<file path="src/rtl/acbc_pkg.sv">
// Shared types, constants and helpers for the alarm clock button controller.
package acbc_pkg;

    // Poll beat, one per input handshake
    typedef struct packed {
        logic [63:0] now_us;
        logic        btn_hour_n;
        logic        btn_minute_n;
        logic        btn_second_n;
        logic        btn_alarm_n;
        logic        clear_offsets;
        logic [4:0]  cur_hours;
        logic [5:0]  cur_minutes;
        logic [5:0]  cur_seconds;
    } poll_t;

    // Status beat, one per poll
    typedef struct packed {
        logic        led_on;
        logic        setting_mode;
        logic        armed;
        logic        ringing;
        logic [4:0]  alarm_hour_out;
        logic [5:0]  alarm_minute_out;
        logic [5:0]  alarm_second_out;
        logic [4:0]  offset_hour_out;
        logic [5:0]  offset_minute_out;
        logic [5:0]  offset_second_out;
    } result_t;

    // Button slots in the last-press store
    localparam int NUM_KEYS   = 4;
    localparam int KEY_HOUR   = 0;
    localparam int KEY_MINUTE = 1;
    localparam int KEY_SECOND = 2;
    localparam int KEY_ALARM  = 3;

    localparam logic [5:0]  HOURS_PER_DAY  = 6'd24;
    localparam logic [5:0]  UNITS_PER_MIN  = 6'd60;
    localparam logic [31:0] DEBOUNCE_RESET = 32'd200000;

    // Blink half period 500000 = 2^5 * 15625; the odd factor is handled by residues
    localparam int          BLINK_SHIFT = 5;
    localparam logic [63:0] BLINK_ODD   = 64'd15625;

    // Residues of 2^16, 2^32 and 2^48 modulo the odd factor
    localparam logic [63:0] MOD_C1 = (64'd1 << 16) % BLINK_ODD;
    localparam logic [63:0] MOD_C2 = (MOD_C1 * MOD_C1) % BLINK_ODD;
    localparam logic [63:0] MOD_C3 = (MOD_C2 * MOD_C1) % BLINK_ODD;

    // Reciprocal for an exact floor divide of a 31-bit value by the odd factor
    localparam int          RECIP_SHIFT = 45;
    localparam logic [63:0] RECIP = ((64'd1 << RECIP_SHIFT) + BLINK_ODD - 64'd1) / BLINK_ODD;

    // Increment with wrap to zero at the modulus
    function automatic logic [5:0] step_wrap(input logic [5:0] v, input logic [5:0] modulus);
        logic [6:0] n;
        n = {1'b0, v} + 7'd1;
        return (n >= {1'b0, modulus}) ? 6'd0 : n[5:0];
    endfunction

endpackage

</file>
<file path="src/rtl/alarm_clock_button_controller.sv">
// Alarm clock button controller: blink phase pipeline and per-poll state update.
//
// Usage:
//   in channel (in_valid/in_ready/in_data) takes one poll beat: timestamp,
//   four active-low button levels, clear-offsets flag and the displayed time.
//   out channel (out_valid/out_ready/out_data) gives one status beat per
//   poll, in order: LED, mode flags, alarm time and clock offsets.
//   cfg channel (cfg_valid/cfg_ready/cfg_data) writes the debounce time in
//   microseconds; cfg_ready is always high. Write it only while idle.
// Timing:
//   An accepted poll passes through the stage registers into the output
//   register. One poll per cycle is sustained while out_ready is high.
//   The first three stages work out the blink phase floor(now_us/500000)
//   mod 2 through residue products and a reciprocal multiply; the fourth
//   stage applies the debounce compares and updates the alarm and offset
//   state as the beat moves to the output register.
// Reset:
//   Clears all stage valids, the last-press times, alarm, offsets, flags and
//   LED; the debounce time returns to 200000 us.
// Stall:
//   While out_ready is low the result holds; polls still enter until every
//   stage is full, then in_ready drops.
module alarm_clock_button_controller
    import acbc_pkg::*;
(
    input  logic        clk,
    input  logic        rst_n,
    input  logic        in_valid,
    output logic        in_ready,
    input  poll_t       in_data,
    output logic        out_valid,
    input  logic        out_ready,
    output result_t     out_data,
    input  logic        cfg_valid,
    output logic        cfg_ready,
    input  logic [31:0] cfg_data
);

    // Stage valids and flow control
    logic st0_v_reg, st1_v_reg, st2_v_reg, st3_v_reg, out_v_reg;
    logic rdy0, rdy1, rdy2, rdy3, out_free, fire;

    // Stage payloads
    poll_t       st0_poll_reg, st1_poll_reg, st2_poll_reg, st3_poll_reg;
    logic [15:0] st1_a0_reg;
    logic [29:0] st1_p1_reg, st1_p2_reg;
    logic [24:0] st1_p3_reg;
    logic        st1_x0_reg, st2_x0_reg;
    logic [30:0] st2_sum_reg;
    logic        st3_odd_reg;
    result_t     out_reg;

    // Block state
    logic [31:0] debounce_reg;
    logic [63:0] last_reg [NUM_KEYS];
    logic [63:0] last_next [NUM_KEYS];
    logic [4:0]  alarm_h_reg, alarm_h_next, off_h_reg, off_h_next;
    logic [5:0]  alarm_m_reg, alarm_m_next, off_m_reg, off_m_next;
    logic [5:0]  alarm_s_reg, alarm_s_next, off_s_reg, off_s_next;
    logic        set_reg, set_next, armed_reg, armed_next;
    logic        ring_reg, ring_next, led_reg, led_next;

    // Blink phase datapath signals
    logic [58:0] x0_w;
    logic [62:0] prod_w;
    logic [NUM_KEYS-1:0] lvl_n, press;
    logic [63:0] gap [NUM_KEYS];
    result_t     result_w;

    assign out_free  = !out_v_reg || out_ready;
    assign rdy3      = !st3_v_reg || out_free;
    assign rdy2      = !st2_v_reg || rdy3;
    assign rdy1      = !st1_v_reg || rdy2;
    assign rdy0      = !st0_v_reg || rdy1;
    assign in_ready  = rdy0;
    assign fire      = st3_v_reg && out_free;
    assign out_valid = out_v_reg;
    assign out_data  = out_reg;
    assign cfg_ready = 1'b1;

    // Advance stage valids
    always_ff @(posedge clk or negedge rst_n)
    begin
        if (!rst_n)
        begin
            st0_v_reg <= 1'b0;
            st1_v_reg <= 1'b0;
            st2_v_reg <= 1'b0;
            st3_v_reg <= 1'b0;
            out_v_reg <= 1'b0;
        end
        else
        begin
            if (rdy0)
                st0_v_reg <= in_valid;
            if (rdy1)
                st1_v_reg <= st0_v_reg;
            if (rdy2)
                st2_v_reg <= st1_v_reg;
            if (rdy3)
                st3_v_reg <= st2_v_reg;
            if (out_free)
                out_v_reg <= st3_v_reg;
        end
    end

    // Split the timestamp past the power-of-two factor into 16-bit chunks, the top one 11 bits wide
    assign x0_w = st0_poll_reg.now_us[63:BLINK_SHIFT];

    // Reciprocal multiply of the folded residue sum
    assign prod_w = 63'({st2_sum_reg, 32'd0} >> 32) * 63'(32'(RECIP));

    // Move payloads and blink phase terms down the pipe
    always_ff @(posedge clk)
    begin
        if (rdy0)
            st0_poll_reg <= in_data;
        if (rdy1)
        begin
            st1_poll_reg <= st0_poll_reg;
            st1_a0_reg   <= x0_w[15:0];
            st1_p1_reg   <= 30'(x0_w[31:16]) * 30'(14'(MOD_C1));
            st1_p2_reg   <= 30'(x0_w[47:32]) * 30'(14'(MOD_C2));
            st1_p3_reg   <= 25'(x0_w[58:48]) * 25'(14'(MOD_C3));
            st1_x0_reg   <= x0_w[0];
        end
        if (rdy2)
        begin
            st2_poll_reg <= st1_poll_reg;
            st2_sum_reg  <= 31'(st1_a0_reg) + 31'(st1_p1_reg) + 31'(st1_p2_reg)
                          + 31'(st1_p3_reg);
            st2_x0_reg   <= st1_x0_reg;
        end
        if (rdy3)
        begin
            st3_poll_reg <= st2_poll_reg;
            // Quotient parity: timestamp bit, residue bit and folded quotient bit
            st3_odd_reg  <= st2_x0_reg ^ st2_sum_reg[0] ^ prod_w[RECIP_SHIFT];
        end
        if (out_free && st3_v_reg)
            out_reg <= result_w;
    end

    // Debounce each button against its last accepted press
    always_comb
    begin
        lvl_n[KEY_HOUR]   = st3_poll_reg.btn_hour_n;
        lvl_n[KEY_MINUTE] = st3_poll_reg.btn_minute_n;
        lvl_n[KEY_SECOND] = st3_poll_reg.btn_second_n;
        lvl_n[KEY_ALARM]  = st3_poll_reg.btn_alarm_n;
        for (int k = 0; k < NUM_KEYS; k++)
        begin
            gap[k]       = st3_poll_reg.now_us - last_reg[k];
            press[k]     = !lvl_n[k] && (gap[k] > {32'd0, debounce_reg});
            last_next[k] = press[k] ? st3_poll_reg.now_us : last_reg[k];
        end
    end

    // Apply clear, alarm button, step buttons, alarm compare and blink
    always_comb
    begin
        off_h_next   = off_h_reg;
        off_m_next   = off_m_reg;
        off_s_next   = off_s_reg;
        alarm_h_next = alarm_h_reg;
        alarm_m_next = alarm_m_reg;
        alarm_s_next = alarm_s_reg;
        set_next     = set_reg;
        armed_next   = armed_reg;
        ring_next    = ring_reg;
        led_next     = led_reg;

        if (st3_poll_reg.clear_offsets)
        begin
            off_h_next = 5'd0;
            off_m_next = 6'd0;
            off_s_next = 6'd0;
        end

        // Alarm button cycles: dismiss, arm, start setting
        if (press[KEY_ALARM])
        begin
            priority if (ring_reg)
            begin
                ring_next = 1'b0;
                led_next  = 1'b0;
            end
            else if (set_reg)
            begin
                set_next   = 1'b0;
                armed_next = 1'b1;
            end
            else
            begin
                set_next     = 1'b1;
                armed_next   = 1'b0;
                ring_next    = 1'b0;
                alarm_h_next = 5'd0;
                alarm_m_next = 6'd0;
                alarm_s_next = 6'd0;
            end
        end

        // Step alarm time while setting, else the clock offsets
        if (set_next)
        begin
            if (press[KEY_HOUR])
                alarm_h_next = 5'(step_wrap({1'b0, alarm_h_next}, HOURS_PER_DAY));
            if (press[KEY_MINUTE])
                alarm_m_next = step_wrap(alarm_m_next, UNITS_PER_MIN);
            if (press[KEY_SECOND])
                alarm_s_next = step_wrap(alarm_s_next, UNITS_PER_MIN);
        end
        else
        begin
            if (press[KEY_HOUR])
                off_h_next = 5'(step_wrap({1'b0, off_h_next}, HOURS_PER_DAY));
            if (press[KEY_MINUTE])
                off_m_next = step_wrap(off_m_next, UNITS_PER_MIN);
            if (press[KEY_SECOND])
                off_s_next = step_wrap(off_s_next, UNITS_PER_MIN);
        end

        // Trigger on a time match
        if (armed_next && !ring_next &&
            st3_poll_reg.cur_hours == alarm_h_next &&
            st3_poll_reg.cur_minutes == alarm_m_next &&
            st3_poll_reg.cur_seconds == alarm_s_next)
            ring_next = 1'b1;

        // Blink on even half periods
        if (ring_next)
            led_next = !st3_odd_reg;

        result_w.led_on            = led_next;
        result_w.setting_mode      = set_next;
        result_w.armed             = armed_next;
        result_w.ringing           = ring_next;
        result_w.alarm_hour_out    = alarm_h_next;
        result_w.alarm_minute_out  = alarm_m_next;
        result_w.alarm_second_out  = alarm_s_next;
        result_w.offset_hour_out   = off_h_next;
        result_w.offset_minute_out = off_m_next;
        result_w.offset_second_out = off_s_next;
    end

    // Hold debounce setting and block state; update on each finished poll
    always_ff @(posedge clk or negedge rst_n)
    begin
        if (!rst_n)
        begin
            debounce_reg <= DEBOUNCE_RESET;
            for (int k = 0; k < NUM_KEYS; k++)
                last_reg[k] <= 64'd0;
            off_h_reg   <= 5'd0;
            off_m_reg   <= 6'd0;
            off_s_reg   <= 6'd0;
            alarm_h_reg <= 5'd0;
            alarm_m_reg <= 6'd0;
            alarm_s_reg <= 6'd0;
            set_reg     <= 1'b0;
            armed_reg   <= 1'b0;
            ring_reg    <= 1'b0;
            led_reg     <= 1'b0;
        end
        else
        begin
            if (cfg_valid)
                debounce_reg <= cfg_data;
            if (fire)
            begin
                for (int k = 0; k < NUM_KEYS; k++)
                    last_reg[k] <= last_next[k];
                off_h_reg   <= off_h_next;
                off_m_reg   <= off_m_next;
                off_s_reg   <= off_s_next;
                alarm_h_reg <= alarm_h_next;
                alarm_m_reg <= alarm_m_next;
                alarm_s_reg <= alarm_s_next;
                set_reg     <= set_next;
                armed_reg   <= armed_next;
                ring_reg    <= ring_next;
                led_reg     <= led_next;
            end
        end
    end

endmodule

</file>
<file path="config.mk">
export PLATFORM = sky130hd
export DESIGN_NAME = alarm_clock_button_controller
export DESIGN_NICKNAME = d
export VERILOG_FILES = /design/src/rtl/acbc_pkg.sv /design/src/rtl/alarm_clock_button_controller.sv
export SDC_FILE = /design/constraint.sdc
export NUM_CORES = 2
export LEC_CHECK = 0
export BUFFER_PORTS_ARGS = -buffer_cell sky130_fd_sc_hd__clkbuf_2
export CORE_UTILIZATION = 26
export CTS_BUF_LIST = sky130_fd_sc_hd__clkbuf_4
export CTS_CLUSTER_DIAMETER = 30
export DETAILED_ROUTE_END_ITERATION = 10
export GPL_ROUTABILITY_DRIVEN = 0
export PLACE_DENSITY_LB_ADDON = 0.3
export RECOVER_POWER = 50
export SLEW_MARGIN = 15
export SYNTH_ARGS = -nofsm -noshare
export SYNTH_HDL_FRONTEND = slang
export SYNTH_SLANG_ARGS = --single-unit
</file>
<file path="constraint.sdc">
create_clock -name clk -period 33.4 [get_ports clk]
set_input_delay 6.68 -clock clk [delete_from_list [all_inputs] [get_ports clk]]
set_output_delay 6.68 -clock clk [all_outputs]
set_load 0.01 [all_outputs]
</file>
==> metrics.txt <==
status finished, violations left; violated checks max-capacitance violations, max-slew violations; met1 wire length 99,100 um; final number of setup-violating endpoints 0; Die X 539 um; EDFF count, synth 491; Crit path buffers/inverters 4; first-pass GRT wire length 327,000 um; Overall Global Routing Usage 0.142; number of hold buffers added after cts 0; Clk Latency, worst-skew pair 1250 ps; DR top layer met5; worst path cell trace clkbuf_2 -> nor2b_1 -> nand4_1 -> clkbuf_1 -> inv_1 -> nand2_4 -> clkbuf_2; Final Skew 184 ps; Syn Inst Count 7,603; post-synthesis mux area share 0.0155; total core area 0.286 mm^2; final std cells w/o fill 11,839; Via density 4.75; largest area contributor in the netlist edfxtp_1; clock tree from TritonCTS done; drt first pass iters 6; largest family of logic cells by synthesized area adder cells; synthesized area 0.0750 mm^2; initial DRC count 3,696; worst hold margin 317 ps; CP max stage delay 2410 ps; Fmax 0.0587 GHz; Num CTS Buffers 249; nets 9,558; vias in the first global route 57,766; Final Hold Fails 0; met3 wire length 10,200 um; Setup crit end kind primary output; Clock transition at path regs 70 ps; ANT nets after route 0; metal2 WL 92,500 um; post-CTS setup buffer count 0; HP Class reg -> reg; Period minus WS final 17,040 ps; critical path class in -> out; max reg flops 256; unrepaired setup endpoints after global routing no; actual slew at the worst max-slew pin 6670 ps; global route total overflow 0; routed len/inst 17.7 um; initial antenna violation count 15; top cells by area, synth edfxtp_1 20%, fa_1 16%, ha_1 16%; Syn Nets 9,283; reg2reg start st3_poll_reg[22]; Simple-Gate Fraction of Synth Area 0.104; area grow syn2layout 11.1%; top_reg_cell synth edfxtp_1; dpl cells 11,389; DRC viols 0; area fraction in compound gates after synthesis 0.146; final worst setup slack 16,360 ps; Max-slew headroom -3.45; Post-Place Setup Slack 18,290 ps; # rows 196; pin count of the biggest net entering global routing 121; ys async rst share 0.403; Root Driver clkbuf_4; CP Data Required Time 26,720 ps; final setup TNS 0 ps; Total Wirelength 210,000 um; Syn Area/Cell 9.87 um^2; Startpoint Class primary input; Critical Path Slowest Stage Cell clkbuf_1; Yosys top cell area share 0.197; H-tree lvl count 4; min-delay src st2_poll_reg[82]; via count 56,219; Initial Util 0.262; Final Cycle Share 0.510; CTS max path bufs 4; Slew Viols, Final 416; Port Buffers 162; Yosys Warn Count 0; worst setup path startpoint out_ready; post-synth cell types 116; family with the most delay on the worst path buffers and inverters; DIE AREA 0.291 mm^2; Arr. time, crit path 10,360 ps; DIE HEIGHT 539 um; flip-flop and latch count after synthesis 822; synthesized-area fraction occupied by adder cells 0.320; share of cells above drive strength 1 0.0944; max cap viols 6; IO Pins 164; CTS sink count 822; cell mode on critical path clkbuf_2; post-detail-place hpwl 170,000 um; crit path max fanout 52; XOR/XNOR share of the synthesized area 0.0353; Gates resized, CTS repair 0; Seq/Total Area, Yosys 0.307
## area by class of cell
class	instances	area, um^2
fill	30084	203000
multi-input combinational	5364	46600
sequential	822	23000
tap	3762	4710
inverter	1211	4550
clock buffer	360	2700
timing repair buffer	230	1260
clock inverter	84	429
antenna	6	15.0
## cell usage after synthesis (13+ instances only)
| cell | number |
|---|---|
| a2111oi_0 | 20 |
| a211o_1 | 18 |
| a211oi_1 | 57 |
| a21boi_0 | 17 |
| a21o_1 | 145 |
| a21oi_1 | 466 |
| a31o_2 | 14 |
| a31oi_1 | 56 |
| and2_1 | 33 |
| and3_1 | 33 |
| buf_2 | 32 |
| clkbuf_1 | 162 |
| dfrtp_1 | 325 |
| edfxtp_1 | 491 |
| fa_1 | 607 |
| ha_1 | 950 |
| inv_1 | 1208 |
| mux2_2 | 81 |
| mux2i_1 | 23 |
| nand2_1 | 673 |
| nand2b_1 | 56 |
| nand3_1 | 116 |
| nand4_1 | 112 |
| nor2_1 | 341 |
| nor2b_1 | 50 |
| nor3_1 | 106 |
| nor4_1 | 35 |
| o2111ai_1 | 13 |
| o211ai_1 | 40 |
| o21a_1 | 57 |
| o21ai_0 | 487 |
| o21ai_1 | 32 |
| o21bai_1 | 76 |
| o22ai_1 | 15 |
| o31ai_1 | 33 |
| or3_1 | 35 |
| or4_1 | 19 |
| xnor2_1 | 214 |
| xor2_1 | 88 |
## per-stage QoR
step            util  instance area (um^2)
2_1_floorplan      -                 75000
3_3_place_gp   0.281                 80300
3_5_place_dp   0.281                 80300
4_1_cts        0.292                 83400
5_1_grt        0.291                 83300
6_report       0.291                 83300
## worst paths after layout
check | end | depth (start not counted) | slack (ps)
setup / recovery | in_ready | 7 | 16360
hold / removal | st3_poll_reg[82] | 0 | 320
setup reg to reg | out_data[37] | 33 | 23530
hold reg to reg | st3_poll_reg[82] | 0 | 320
max in group asynchronous | last_reg[70] | 2 | 17890
min in group asynchronous | off_s_reg[4] | 1 | 7220
## cells by family after synthesis
group / Yosys count
AOI/OAI and AO/OA: 1723
xor gates and xnor gates: 302
adders and majority gates: 1557
buffers and inverters: 1417
DFF: 822
muxes: 105
other: 1
and+or+nand+nor: 1676
## layer usage
| layer | vias up | global-route usage |
|---|---|---|
| met5 | - | 0 |
| met4 | 10 | 0.0517 |
| met3 | 403 | 0.0184 |
| met2 | 1578 | 0.225 |
| met1 | 27237 | 0.198 |
| li1 | 26991 | - |
## layout by cell type (no fill, tap or decap), drive strengths merged, types with 56 or more instances in the layout
cell	count
a31oi	58
nand2b	56
o21bai	77
a21oi	470
nand4	114
nand3	116
a21o	145
ha	950
dfrtp	325
xnor2	214
o21ai	525
xor2	88
edfxtp	491
nor2	342
clkinv	80
fa	607
mux2	81
inv	1212
o21a	57
a211oi	59
clkbuf	525
buf	65
nor3	108
nand2	675
Power is left out: the tool's default activity adds up to more than one toggle a clock period on the data nets, which glitch-free logic cannot reach.
